**config.mk**
```make
export PLATFORM = sky130hd
export DESIGN_NAME = pcc_ram
export DESIGN_NICKNAME = d
export VERILOG_FILES = /design/src/sv/pcc_ram.sv
export SDC_FILE = /design/constraint.sdc
export NUM_CORES = 2
export LEC_CHECK = 0
export BUFFER_PORTS_ARGS = -buffer_cell sky130_fd_sc_hd__buf_4
export CAP_MARGIN = 5
export CORE_MARGIN = 3
export CORE_UTILIZATION = 45
export CTS_CLUSTER_SIZE = 10
export DETAILED_ROUTE_END_ITERATION = 6
export GPL_TIMING_DRIVEN = 1
export PLACE_DENSITY = 0.62
export SYNTH_ARGS = -nofsm -noshare
export SYNTH_HDL_FRONTEND = slang
export SYNTH_SLANG_ARGS = --single-unit
```
**constraint.sdc**
```tcl
create_clock -name clk -period 8.8 [get_ports clk]
set_input_delay 1.32 -clock clk [delete_from_list [all_inputs] [get_ports clk]]
set_output_delay 1.32 -clock clk [all_outputs]
set_load 0.01 [all_outputs]
```
**src/sv/pcc_ram.sv**
```systemverilog
// generic single-port-write ram with registered read
module pcc_ram #(
  parameter int WIDTH = 64,
  parameter int DEPTH = 64
) (
  input  logic                     clk,
  input  logic                     wr_en,
  input  logic [$clog2(DEPTH)-1:0] wr_addr,
  input  logic [WIDTH-1:0]         wr_data,
  input  logic                     rd_en,
  input  logic [$clog2(DEPTH)-1:0] rd_addr,
  output logic [WIDTH-1:0]         rd_data
);

  logic [WIDTH-1:0] mem [DEPTH];

  always_ff @(posedge clk) begin
    if (wr_en) begin
      mem[wr_addr] <= wr_data;
    end
    if (rd_en) begin
      rd_data <= mem[rd_addr];
    end
  end

endmodule

```
==> out/qor.yml <==
logic_synthesis:
  synth-compound-area-share_pct: 2.467
  synth_xor_area_share_pct: 0
  synth_top_family_by_area: "multiplexers"
  synth_adder_area_share_pct: 0
  ys_seq_area_share_pct: 79.57
  synth.avg_cell_area_sq_um: 23.79
  yosysTopAreaCell: "edfxtp_1"
  ys_types: 32
  syn-instance-count: 6598
  synth_warnings: 0
  muxShareOfSynthArea_pct: 15.55
  synthArstFlopShare_pct: 0
  synthTopCellsByCount: "4,160 x edfxtp_1, 1,024 x mux4_2, 170 x buf_2"
  syn_area_sq_mm: 0.1570
  synth-edff-count: 4160
  ys_seq_elements: 4160
  synth_most_common_cell: "edfxtp_1"
  yosys.area_share.simple_pct: 1.235
  yosysTopAreaCellShare_pct: 79.57
  synth_nets: 6677
  synthTopCellsByArea: "edfxtp_1 80%, mux4_2 15%, mux2i_1 0.86%"
  synth-main-ff-cell: "edfxtp_1"
power:
  netSwitchingFraction_pct: 20.70
  switchingPower_mw: 8.346
  intPower_mw: 31.97
  power_frac_comb_pct: 4.6
  p_per_area_mw_per_mm2: 228.5
  pwr-share-clk_pct: 40.7
  pwr-share-seq_pct: 54.7
  ir_drop_mv: 0.1762
  p_leak_nw: 54.38
timing:
  relSlewSlack_pct: 13.55
  finalSetupViolations: 0
  drv_slew: 0
  skew_ps: 47.61
  worst_slew_pin_slew_ps: 1294
  rsz0062_at_grt: "false"
  period_needed_ps: 4481
  holdWs_ps: 650.9
  fmax_mhz: 223.2
  finalCritPeriodShare_pct: 50.92
  hold_viol: 0
  setup-tns-final_ps: 0
routing:
  wl_met1_mm: 171.8
  drtIter0Drc: 10291
  top_layer_used: "met5"
  num_vias: 75608
  drc: 0
  dr_wl_met2_mm: 210.7
  antenna_left: 0
  wire_per_inst_um: 37.09
  wl_met3_mm: 38.45
  vias_per_cell: 6.486
  wl_mm: 432.4
  dr.pass1.iters: 5
critical_path:
  crit_path_start_kind: "input pin"
  path_max_fanout: 95
  worst-path-stages: 8
  r2r_slack_ps: 6340
  rr_startpoint: "mem[11][32]$_DFFE_PP_"
  crit_buf_inv: 3
  cp-end-kind: "flip-flop"
  slowest_delay_ps: 690
  timing_worst_setup_path_type: "input pin to flip-flop"
  cpMaxStageDelayCell: "buf_4"
  startpoint: "rd_addr[0]"
  path_cells: "buf_16 > buf_12 > buf_4 > mux4_2 > mux2i_1 > o22ai_1 > a41oi_1 > a211oi_1"
  crit_family: "buffers and inverters"
  arrival_ps: 5140
  r2r-end: "rd_data[32]$_DFFE_PP_"
  cp.required_ps: 9450
  rr_worst_depth: 5
final_layout:
  syn_to_final_growth_pct: 12.42
  multiInputGateArea_sq_mm: 0.03078
  fin_cells: 11658
  regArea_sq_mm: 0.1249
  fillers: 26607
  drive_gt1_share_pct: 27.51
  fin_nets: 7094
die:
  ios: 143
  placeableCoreArea_sq_mm: 0.3467
  start_util_pct: 45.28
  die_x_um: 596.7
  die_y_um: 596.7
  die-area_sq_mm: 0.3560
  fp-row-count: 216
placement:
  port-buffer-count: 142
  dp_cells: 11133
  globalplace.congestion: 0.7687
  hpwl_mm: 225.4
global_routing:
  grt_overflow: 0
  grt_usage_pct: 24.20
  grt_max_degree: 127
  grt_pass1_wl_mm: 604.3
  grt_pass1_vias: 76302
  antenna_found_initial: 19
clock_network:
  cts_root_buffer: "clkbuf_16"
  insertion_delay_ps: 990
  hold_buffers: 0
  cts_resized: 0
  postCtsSetupBuffers: 0
  cts_tree: "done"
  cts.clk_slew.worst_paths_ps: 60
  htree_levels: 5
  cts_buffers: 457
  cts.sinks: 4160
  clockBufferDepth: 4
run:
  cap_violations: 0
min_path:
  hold_class: "input pin to flip-flop"
  hold_start: "rd_en"
  min_path_cells: 1
  min_delay_worst_endpoint: "rd_data[17]$_DFFE_PP_"
status:
  status: "completed"
worst reg2reg max path, delay by kind of cell (launching register included):
kind | cells | cell delay [ps]
AND/OR/NAND/NOR | 2 | 470
multiplexers | 1 | 480
AO/OA/AOI/OAI | 2 | 830
flip-flops | 1 | 380
cell families (layout without fill, tap and decap cells):
kind of cell,after synthesis,count (layout)
flops,4160,4160
mux,1159,1159
compound gates,504,504
buf+inv,389,861
simple gates,386,386
other cells,0,10
through the flow:
step                      utilization [%]  cell area (sq um)  power, mW  setup slack, ps
final                               50.90             176500      40.32             4319
after global routing                50.89             176500      41.44             4115
after CTS                           50.88             176400      40.58             4395
after detailed placement            47.39             164300      24.35             3348
after global placement              47.39             164300      24.30             3385
after floorplan                         -             157000      23.48             2044
power groups by stage:
stage / sequential [mW] / clock [mW] / combinational (mW)
global route: 22.1 / 17.4 / 1.96
floorplan: 22.5 / 0 / 1.02
finish: 22.1 / 16.4 / 1.85
detailed placement: 22.5 / 0 / 1.87
global placement: 22.5 / 0 / 1.83
CTS: 22.1 / 16.6 / 1.87
worst max-delay path by stage:
stage,end
4_1_cts,rd_data[9]$_DFFE_PP_
3_5_place_dp,rd_data[9]$_DFFE_PP_
5_1_grt,rd_data[9]$_DFFE_PP_
3_3_place_gp,rd_data[9]$_DFFE_PP_
6_report,rd_data[9]$_DFFE_PP_
2_1_floorplan,mem[48][0]$_DFFE_PP_
registers in the layout, indices dropped and copies added, names as in the netlist:
signal and cells:
mem 4096, rd_data 64
routing by layer:
metal / up-vias / global-route usage (%)
met5: - / 0
met4: 4 / 6.207
met3: 616 / 4.080
met2: 3984 / 39.00
met1: 41877 / 34.61
li1: 29127 / -
placed cells by master, fill, tap and decap left out, types with 5 or more instances in the layout:
cell and count:
nand2b_1 9, inv_16 5, buf_12 28, inv_6 5
a41oi_1 26, mux2i_1 135, a31oi_1 18, a22o_1 88
o22ai_1 83, o221ai_1 38, diode_2 10, buf_4 297
a2bb2oi_1 19, nor2b_1 24, inv_1 19, nor2_1 47
clkbuf_1 25, clkinv_16 6, or3_1 29, or2_2 28
a22oi_1 168, nand2_1 55, clkbuf_16 465, nor2_4 65
and3_1 64, a211oi_1 63, mux4_2 1024, edfxtp_1 4160
nand3_1 45
final cells by class:
class                      count  area share (%)
tap                         4578           3.246
clock buffer                 490           6.646
antenna                       10         0.01418
timing repair buffer         328           1.614
clock inverter                24          0.2169
inverter                      19         0.04041
sequential                  4160           70.78
multi-input combinational   2049           17.44
Note: power is estimated with default switching activity, not from simulation.
