### src/sv/pcc_pkg.sv
// shared types and constants of the polyline circle clipper
package pcc_pkg;

  localparam int MAX_POINTS_DEF = 64;
  localparam int COORD_W        = 32;
  localparam int RADIUS_W       = 31;
  localparam int WORD_W         = 64;
  localparam int WIDE_W         = 128;
  localparam int CFG_IDX_W      = 3;

  typedef logic [CFG_IDX_W-1:0] cfg_idx_t;

  localparam cfg_idx_t CFG_CENTER_X    = 3'd0;
  localparam cfg_idx_t CFG_CENTER_Y    = 3'd1;
  localparam cfg_idx_t CFG_RADIUS      = 3'd2;
  localparam cfg_idx_t CFG_CROPPED     = 3'd3;
  localparam cfg_idx_t CFG_SHOW_HIDDEN = 3'd4;
  localparam cfg_idx_t CFG_HIDE_TANGENT = 3'd5;

  typedef struct packed {
    logic signed [COORD_W-1:0] point_x;
    logic signed [COORD_W-1:0] point_y;
    logic                      edge_last;
    logic                      hidden;
    logic                      smooth;
  } in_t;

  typedef struct packed {
    logic signed [COORD_W-1:0] out_x;
    logic signed [COORD_W-1:0] out_y;
    logic                      piece_end;
    logic                      overflow;
  } out_t;

endpackage

### src/sv/pcc_mul.sv
// 64x64 unsigned multiplier, four 32x32 partial products over successive cycles
module pcc_mul (
  input  logic                         clk,
  input  logic                         rst_n,
  input  logic                         start,
  input  logic [pcc_pkg::WORD_W-1:0]   a,
  input  logic [pcc_pkg::WORD_W-1:0]   b,
  output logic                         done,
  output logic [pcc_pkg::WIDE_W-1:0]   prod
);
  import pcc_pkg::*;

  logic              busy_r, done_r, pp_v_r;
  logic [2:0]        step_r;
  logic [WORD_W-1:0] a_r, b_r, pp_r, pp_w;
  logic [1:0]        sh_r;
  logic [WIDE_W-1:0] acc_r;
  logic [31:0]       a_half, b_half;

  assign a_half = step_r[1] ? a_r[63:32] : a_r[31:0];
  assign b_half = step_r[0] ? b_r[63:32] : b_r[31:0];
  assign pp_w   = a_half * b_half;

  always_ff @(posedge clk) begin
    if (!rst_n) begin
      busy_r <= 1'b0;
      done_r <= 1'b0;
      pp_v_r <= 1'b0;
      step_r <= 3'd0;
    end else begin
      done_r <= 1'b0;
      pp_v_r <= busy_r && !step_r[2];
      if (start) begin
        busy_r <= 1'b1;
        step_r <= 3'd0;
      end else if (busy_r) begin
        if (step_r[2]) begin
          busy_r <= 1'b0;
          done_r <= 1'b1;
        end else begin
          step_r <= step_r + 3'd1;
        end
      end
    end
  end

  always_ff @(posedge clk) begin
    if (start) begin
      a_r   <= a;
      b_r   <= b;
      acc_r <= '0;
    end else if (pp_v_r) begin
      acc_r <= acc_r + ({64'd0, pp_r} << {sh_r, 5'd0});
    end
    if (busy_r && !step_r[2]) begin
      pp_r <= pp_w;
      sh_r <= {1'b0, step_r[1]} + {1'b0, step_r[0]};
    end
  end

  assign done = done_r;
  assign prod = acc_r;

endmodule

### config.mk
export PLATFORM = sky130hd
export DESIGN_NAME = pcc_mul
export DESIGN_NICKNAME = d
export VERILOG_FILES = /design/src/sv/pcc_pkg.sv /design/src/sv/pcc_mul.sv
export SDC_FILE = /design/constraint.sdc
export NUM_CORES = 2
export LEC_CHECK = 0
export BUFFER_PORTS_ARGS = -buffer_cell sky130_fd_sc_hd__buf_2
export CORE_MARGIN = 2
export CORE_UTILIZATION = 35
export DETAILED_ROUTE_END_ITERATION = 10
export PLACE_DENSITY_LB_ADDON = 0.1
export SLEW_MARGIN = 10
export SYNTH_ARGS = -nofsm -noshare
export SYNTH_HDL_FRONTEND = slang
export SYNTH_SLANG_ARGS = --single-unit
### constraint.sdc
create_clock -name clk -period 10.5 [get_ports clk]
set_clock_uncertainty 0.05 [all_clocks]
set_input_delay 1.05 -clock clk [delete_from_list [all_inputs] [get_ports clk]]
set_output_delay 1.05 -clock clk [all_outputs]
set_load 0.005 [all_outputs]
==> impl_metrics.json <==
{
  "status": "finished, final reports clean",
  "cts_root_buf": "clkbuf_16",
  "drt_first_pass_iters": 6,
  "yosys-top-cells-count": "inv_1, fa_1, nor2_1",
  "syn_area_um2": 53100,
  "synth.top_cell.area_share": 0.338,
  "synthCells": 5983,
  "period_share": 0.918,
  "grt_start_max_net_pins": 76,
  "yosysSeqAreaShare": 0.160,
  "grt.overflow.total": 0,
  "routabilityCongestion": 0.978,
  "crit_cells": 26,
  "cts_hold_buf": 0,
  "drt-initial-drc-count": 3114,
  "die_y_um": 394,
  "holdCritPathClass": "reg -> reg",
  "synth-main-ff-cell": "edfxtp_1",
  "cts_tree": "yes",
  "antenna_found_initial": 3,
  "die_w_um": 394,
  "syn_to_final_growth_pct": 10.4,
  "vias_per_cell": 5.34,
  "cts_setup_buffers": 0,
  "synth_most_common_cell": "inv_1",
  "path_clk_slew_ns": 0.06,
  "cts_resized": 0,
  "critPathLaunchType": "register",
  "hold_path_depth": 2,
  "drtAntennaViolNets": 0,
  "grt_pass1_wl_mm": 317,
  "wirelength_mm": 219,
  "cpPeakStageDelay_ns": 0.92,
  "end_kind": "register",
  "relSlewSlack": 0.0827,
  "nNetsFinal": 7530,
  "synth_nets": 7402,
  "yosys.area.top_type": "fa_1",
  "rsz0062_at_grt": "false",
  "cts.path.max_buffers": 3,
  "die_area_um2": 155000,
  "synth_edf_count": 194,
  "drive_gt1_frac": 0.0972,
  "worstRegToRegCells": 26,
  "fmax_mhz": 104,
  "synthArstFlopShare": 0,
  "cp_common_cell": "fa_1",
  "syn_area_per_cell_um2": 8.88,
  "first_global_vias": 45600,
  "drc_errors": 0,
  "track_usage": 0.281,
  "setup_viol": 0,
  "vias": 43600,
  "drv_slew": 0,
  "path_max_fanout": 29,
  "crit_family": "adder cells",
  "cp.buffers_inverters": 4,
  "worstSkewPairLatency_ns": 0.64,
  "rows": 142,
  "tns_ns": 0,
  "arrival_ns": 9.97,
  "cp_slowest_cell": "mux2i_2",
  "numCtsBuffers": 42,
  "place_hpwl_mm": 179,
  "port_buffers": 259,
  "worstMarginPinSlew_ns": 1.35,
  "drv_cap": 0,
  "ys_ff_latch": 328,
  "n_fill_cell": 15400,
  "coreArea_um2": 150000,
  "yosysWarnings": 0,
  "htreeDepth": 2,
  "synth_area_leaders": "fa_1, edfxtp_1, ha_1",
  "worstSetupPathType": "reg -> reg",
  "num_io_pins": 260,
  "start_util": 0.353,
  "hold_viol_final": 0,
  "routedWlPerCell_um": 26.9,
  "synth_cell_type_count": 81,
  "finalCriticalPeriod_ns": 9.64,
  "clkSinkCount": 328,
  "worstPathRequired_ns": 10.83
}
==> flip-flops by register name (all words and copies together), names as in the netlist <==
name and count:
prod 128, a_r 64, b_r 64, pp_r 64
step_r 3, sh_r 2, busy_r 1, done 1
pp_v_r 1
==> tightest hold or removal path: stages, from the launching register on <==
cell,delay [ns]
dfxtp_1,0.32
nand2_1,0.05
o21ai_1,0.05
==> cells in the final DEF (no fill, tap or decap), types with 65 or more instances in the layout <==
master / instances
nor2_1: 867
o21ai_0: 118
xnor2_1: 107
nand4_1: 87
edfxtp_1: 194
inv_1: 951
a21oi_1: 290
fa_1: 897
a21o_1: 109
o21ai_1: 77
nand2_1: 653
buf_2: 258
dfxtp_1: 131
ha_1: 391
xor2_1: 65
mux2i_1: 85
buf_4: 120
==> logic make-up after synthesis <==
group	Yosys count	share of synthesized area
flops	328	0.160
buf+inv	1248	0.0882
mux	204	0.0399
simple gates	1862	0.147
compound gates	881	0.106
fa+ha+maj	1288	0.430
xor+xnor	172	0.0284
==> worst paths after layout <==
check / from / endpoint / slack (ns)
min reg2reg: prod[114]$_SDFFE_PP0P_ / prod[114]$_SDFFE_PP0P_ / 0.42
max: step_r[1]$_SDFFE_PP0P_ / pp_r[61]$_DFFE_PP_ / 0.86
max reg2reg: step_r[1]$_SDFFE_PP0P_ / pp_r[61]$_DFFE_PP_ / 0.86
min: prod[114]$_SDFFE_PP0P_ / prod[114]$_SDFFE_PP0P_ / 0.42
==> layer usage <==
metal | part of all wire | GRT usage | routed length [um]
met3 | 0.069 | 0.0472 | 15100
met2 | 0.45 | 0.450 | 98600
met1 | 0.42 | 0.369 | 92900
met4 | 0.059 | 0.135 | 12900
met5 | 0.00010 | 0 | 23
==> stage by stage <==
step	hold WS [ns]	instances	area (um^2)	worst slack, ns	util
after floorplan	0.373	5983	53100	1.47	-
after global placement	0.409	8083	57100	0.751	0.380
after detailed placement	0.416	8083	57100	0.790	0.380
after CTS	0.425	8160	58600	0.823	0.390
after global routing	0.448	8160	58600	0.371	0.390
final	0.419	8162	58600	0.864	0.390
==> final cells by class <==
class,count,area [um^2],share of cell area
clock inverters,21,342,0.00583
inverters,951,3570,0.0609
well taps,2016,2520,0.0430
diodes,2,5.00,0.0000854
multi-input cells,4407,40300,0.687
clock buffers,56,1160,0.0199
repair buffers,381,2250,0.0383
flip-flops and latches,328,8520,0.145
Power is left out: the tool's default activity adds up to more than one toggle a clock period on the data nets, which glitch-free logic cannot reach.
