$ cat config.mk
export PLATFORM = sky130hd
export DESIGN_NAME = pcc_div
export DESIGN_NICKNAME = d
export VERILOG_FILES = /design/src/sv/pcc_pkg.sv /design/src/sv/pcc_div.sv
export SDC_FILE = /design/constraint.sdc
export NUM_CORES = 1
export LEC_CHECK = 0
export CAP_MARGIN = 20
export CORE_MARGIN = 2
export CORE_UTILIZATION = 45
export CTS_CLUSTER_DIAMETER = 200
export DETAILED_ROUTE_END_ITERATION = 7
export DONT_BUFFER_PORTS = 1
export PLACE_DENSITY_LB_ADDON = 0.3
export SLEW_MARGIN = 20
export SYNTH_ARGS = -nofsm -noshare
export SYNTH_HDL_FRONTEND = slang
export SYNTH_SLANG_ARGS = --single-unit
$ cat constraint.sdc
create_clock -name clk -period 6.83 [get_ports clk]
set_input_delay 0.3415 -clock clk [delete_from_list [all_inputs] [get_ports clk]]
set_output_delay 0.3415 -clock clk [all_outputs]
set_load 0.01 [all_outputs]
$ cat src/sv/pcc_pkg.sv
// shared types and constants of the polyline circle clipper
package pcc_pkg;

  localparam int MAX_POINTS_DEF = 64;
  localparam int COORD_W        = 32;
  localparam int RADIUS_W       = 31;
  localparam int WORD_W         = 64;
  localparam int WIDE_W         = 128;
  localparam int CFG_IDX_W      = 3;

  typedef logic [CFG_IDX_W-1:0] cfg_idx_t;

  localparam cfg_idx_t CFG_CENTER_X    = 3'd0;
  localparam cfg_idx_t CFG_CENTER_Y    = 3'd1;
  localparam cfg_idx_t CFG_RADIUS      = 3'd2;
  localparam cfg_idx_t CFG_CROPPED     = 3'd3;
  localparam cfg_idx_t CFG_SHOW_HIDDEN = 3'd4;
  localparam cfg_idx_t CFG_HIDE_TANGENT = 3'd5;

  typedef struct packed {
    logic signed [COORD_W-1:0] point_x;
    logic signed [COORD_W-1:0] point_y;
    logic                      edge_last;
    logic                      hidden;
    logic                      smooth;
  } in_t;

  typedef struct packed {
    logic signed [COORD_W-1:0] out_x;
    logic signed [COORD_W-1:0] out_y;
    logic                      piece_end;
    logic                      overflow;
  } out_t;

endpackage

$ cat src/sv/pcc_div.sv
// restoring divider, 128-bit dividend by 64-bit divisor, one bit per cycle
module pcc_div (
  input  logic                       clk,
  input  logic                       rst_n,
  input  logic                       start,
  input  logic [pcc_pkg::WIDE_W-1:0] num,
  input  logic [pcc_pkg::WORD_W-1:0] den,
  output logic                       done,
  output logic [pcc_pkg::WORD_W-1:0] quo
);
  import pcc_pkg::*;

  logic              busy_r, done_r;
  logic [6:0]        cnt_r;
  logic [WIDE_W-1:0] n_r;
  logic [WORD_W-1:0] d_r, rem_r, q_r, rem_sh, rem_nxt;
  logic              take;

  assign rem_sh  = {rem_r[WORD_W-2:0], n_r[WIDE_W-1]};
  assign take    = rem_r[WORD_W-1] || (rem_sh >= d_r);
  assign rem_nxt = take ? rem_sh - d_r : rem_sh;

  always_ff @(posedge clk) begin
    if (!rst_n) begin
      busy_r <= 1'b0;
      done_r <= 1'b0;
      cnt_r  <= 7'd0;
    end else begin
      done_r <= 1'b0;
      if (start) begin
        busy_r <= 1'b1;
        cnt_r  <= 7'd127;
      end else if (busy_r) begin
        if (cnt_r == 7'd0) begin
          busy_r <= 1'b0;
          done_r <= 1'b1;
        end else begin
          cnt_r <= cnt_r - 7'd1;
        end
      end
    end
  end

  always_ff @(posedge clk) begin
    if (start) begin
      n_r   <= num;
      d_r   <= den;
      rem_r <= '0;
      q_r   <= '0;
    end else if (busy_r) begin
      n_r   <= n_r << 1;
      rem_r <= rem_nxt;
      q_r   <= {q_r[WORD_W-2:0], take};
    end
  end

  assign done = done_r;
  assign quo  = q_r;

endmodule

==> run metrics <==
Worst Clk Skew roughly 13 ps; clock slew at reported path FFs 60 ps; CTS Buffer Depth 3; Top FF cell, synth edfxtp_1; cell seen most often among critical-path stages o21ai_1; crit-path cells inv_1 > ha_1 > fa_1 > nand2b_1 > a21oi_1 > o21ai_1 > o21ai_1 > o21ai_2 > o221ai_4 > buf_4 > nand2_1 > o221ai_1; worst-margin pin slew 944 ps; CTS Buf Count 38; Max VDD drop 0.229 mV; max-slew violations 0; Netlist cell types 78; port bufs 0; leading area contributor after synthesis edfxtp_1; P_leak 7.96 nW; nets@finish 2,049; synthesized area per cell approximately 11 µm²; placed cell count between 2k and 2.5k; Async S/R FF share, synth 0%; fillers 3,277; initial antenna violation count 6; crit path DAT around 4800 ps; setup TNS 0 ps; FF+latch area 0.00851 mm²; run status completed; fraction of the cycle the final worst path needs about 64%; Final Hold Violating Endpoints 0; worst hold margin 22.1 ps; Die Height 200 µm; first-pass GRT wire length around 71,000 µm; DRC 0; max_slew headroom 37.1%; Core Rows 71; highest clock rate roughly 0.23 GHz; CP endpoint kind flip-flop; vias in the first global route 13.0k; First-pass DRT Iterations 5; critical path launch point type flip-flop; CTS H-tree depth 2; Initial Util 45.8%; drt total wl ~46,000 µm; Seq/Total Area, Yosys between 40% and 50%; # Post-CTS Setup Buffers 0; IO Count 260; warnings from Yosys 0; Hold Path Class in2reg; Die ar. 0.0400 mm²; Wirelength per Cell a little under 20 µm; final non-filler cell total about 2.3k; Initial DRC Count 733; CP max-delay cell o221ai_4; fraction of layout cells with a size suffix above 1 between 10% and 20%; Core ar. between 0.03 and 0.04 mm²; Layout area overhead 19.4%; via count 13.0k; max incr delay on CP 790 ps; HPWL Detailed 30,200 µm; Root Buffer clkbuf_16; maxcap violations 0; CTS tree built; worst path bufs/invs 2; post-DR vias/cell 5.57; antenna-violating nets left 0; largest net degree at the start of global routing 185; Crit Path Category reg2reg; CP Max Fanout 49; syn nets 1,907; synth top area cells edfxtp_1 33%, dfxtp_1 16%, mux2_2 8.5%; Req. time, crit path 7280 ps; PD cells 265 mW/mm²; gr usage total 22.6%; post-synth top area share 33.3%; gpl congestion 0.915; flop and latch count out of synthesis 329; Clock Sinks 329; gr ovfl total 0; fin crit period 4390 ps; RSZ-0062 raised after global routing false; Multi-input gate area 0.00800 mm²; final setup vio count 0; mapped cell area approximately 0.017 mm²; CP top delay family compound AO/OA/AOI/OAI gates; Die Width 200 µm; Post-Synthesis Cells 1,645; EDFF count, synth 192; worst skew pair latency 560 ps
registers in the layout, summed over array words and instances, names as in the netlist:
signal	cells
busy_r	1
cnt_r	7
d_r	64
done	1
n_r	128
quo	64
rem_r	64
synthesized netlist by cell type, drive strengths merged, types with 3 or more instances:
| master | count |
|---|---|
| a21oi | 87 |
| nor3 | 21 |
| a221oi | 3 |
| o221ai | 9 |
| o21a | 10 |
| ha | 66 |
| dfxtp | 137 |
| a21boi | 12 |
| nand3 | 20 |
| clkbuf | 46 |
| xnor2 | 32 |
| nand2 | 159 |
| nor4 | 5 |
| nand4 | 33 |
| o211ai | 10 |
| and4 | 6 |
| a311oi | 40 |
| nand3b | 4 |
| xor2 | 24 |
| mux2i | 72 |
| o22ai | 6 |
| nor2 | 175 |
| or4 | 3 |
| or3 | 6 |
| and3 | 9 |
| a2111oi | 3 |
| o311ai | 5 |
| mux2 | 132 |
| o31ai | 6 |
| a21o | 25 |
| buf | 45 |
| and2 | 7 |
| o21ai | 55 |
| o21bai | 15 |
| a211oi | 13 |
| inv | 91 |
| edfxtp | 192 |
| a31oi | 20 |
| nor2b | 10 |
| nand2b | 13 |
through the flow:
stage               cell area, µm²  worst slack, ps  util, %  power (mW)
floorplan                    17300             2680        -        3.22
global placement             17500             2560     46.5        3.39
detailed placement           17500             2420     46.5        3.40
CTS                          20600             2400     54.6        5.49
global route                 20600             2080     54.6        5.72
finish                       20600             2440     54.7        5.46
per-layer routing:
layer | vias to the layer above | share of wire, % | track usage [%]
met5 | - | 0.029 | 0
met4 | 2 | 4.0 | 10.2
met3 | 109 | 6.6 | 5.65
met2 | 400 | 47 | 36.7
met1 | 6178 | 43 | 28.5
li1 | 6293 | - | -
report_power, final:
group | switching, mW | leakage, nW | internal (mW)
Combinational | 0.651 | 4.34 | 0.467
Clock | 0.835 | 0.590 | 1.14
Sequential | 0.0860 | 3.03 | 2.29
path summary, 6_finish.rpt:
kind,slack [ps],to,from,depth (start not counted)
setup / recovery,2440,rem_r[19],n_r[127],12
hold / removal,20,n_r[66],num[66],1
setup reg to reg,2440,rem_r[19],n_r[127],12
hold reg to reg,500,rem_r[18],rem_r[18],2
cell usage in the layout (no fill, tap or decap), drive strengths merged, types with 6 or more instances in the layout:
cell,instances
a211oi,13
a21boi,12
a21o,25
a21oi,87
a311oi,40
a31oi,20
and2,7
and3,9
and4,6
buf,8
clkbuf,51
clkinv,14
dfxtp,137
diode,6
dlygate4sd3,185
edfxtp,192
ha,66
inv,92
mux2,132
mux2i,72
nand2,159
nand2b,13
nand3,20
nand4,33
nor2,175
nor2b,10
nor3,21
o211ai,10
o21a,10
o21ai,55
o21bai,15
o221ai,9
o22ai,6
o31ai,6
or3,6
xnor2,32
xor2,24
layout make-up:
cell class	instances	share of cell area [%]
sequential	329	41.2
tap	511	3.10
clock buffer	51	5.15
timing repair buffer	193	9.36
clock inverter	17	0.649
antenna	6	0.0728
multi-input combinational	1134	38.8
inverter	91	1.66
timing repair:
| item | in CTS | in global routing |
|---|---|---|
| gates resized for setup | 0 | 0 |
| hold endpoints to repair | 376 | 0 |
| hold buffers | 186 | 0 |
cells by family after synthesis:
group,count (synthesis),synth area share (%)
adder cells (fa/ha/maj),67,4.89
buffers and inverters,182,4.62
AND/OR/NAND/NOR,476,12.4
AO/OA/AOI/OAI,331,13.2
XOR/XNOR,56,2.84
multiplexers,204,12.8
flip-flops,329,49.2
No activity file was read; power rests on OpenSTA's default activity.
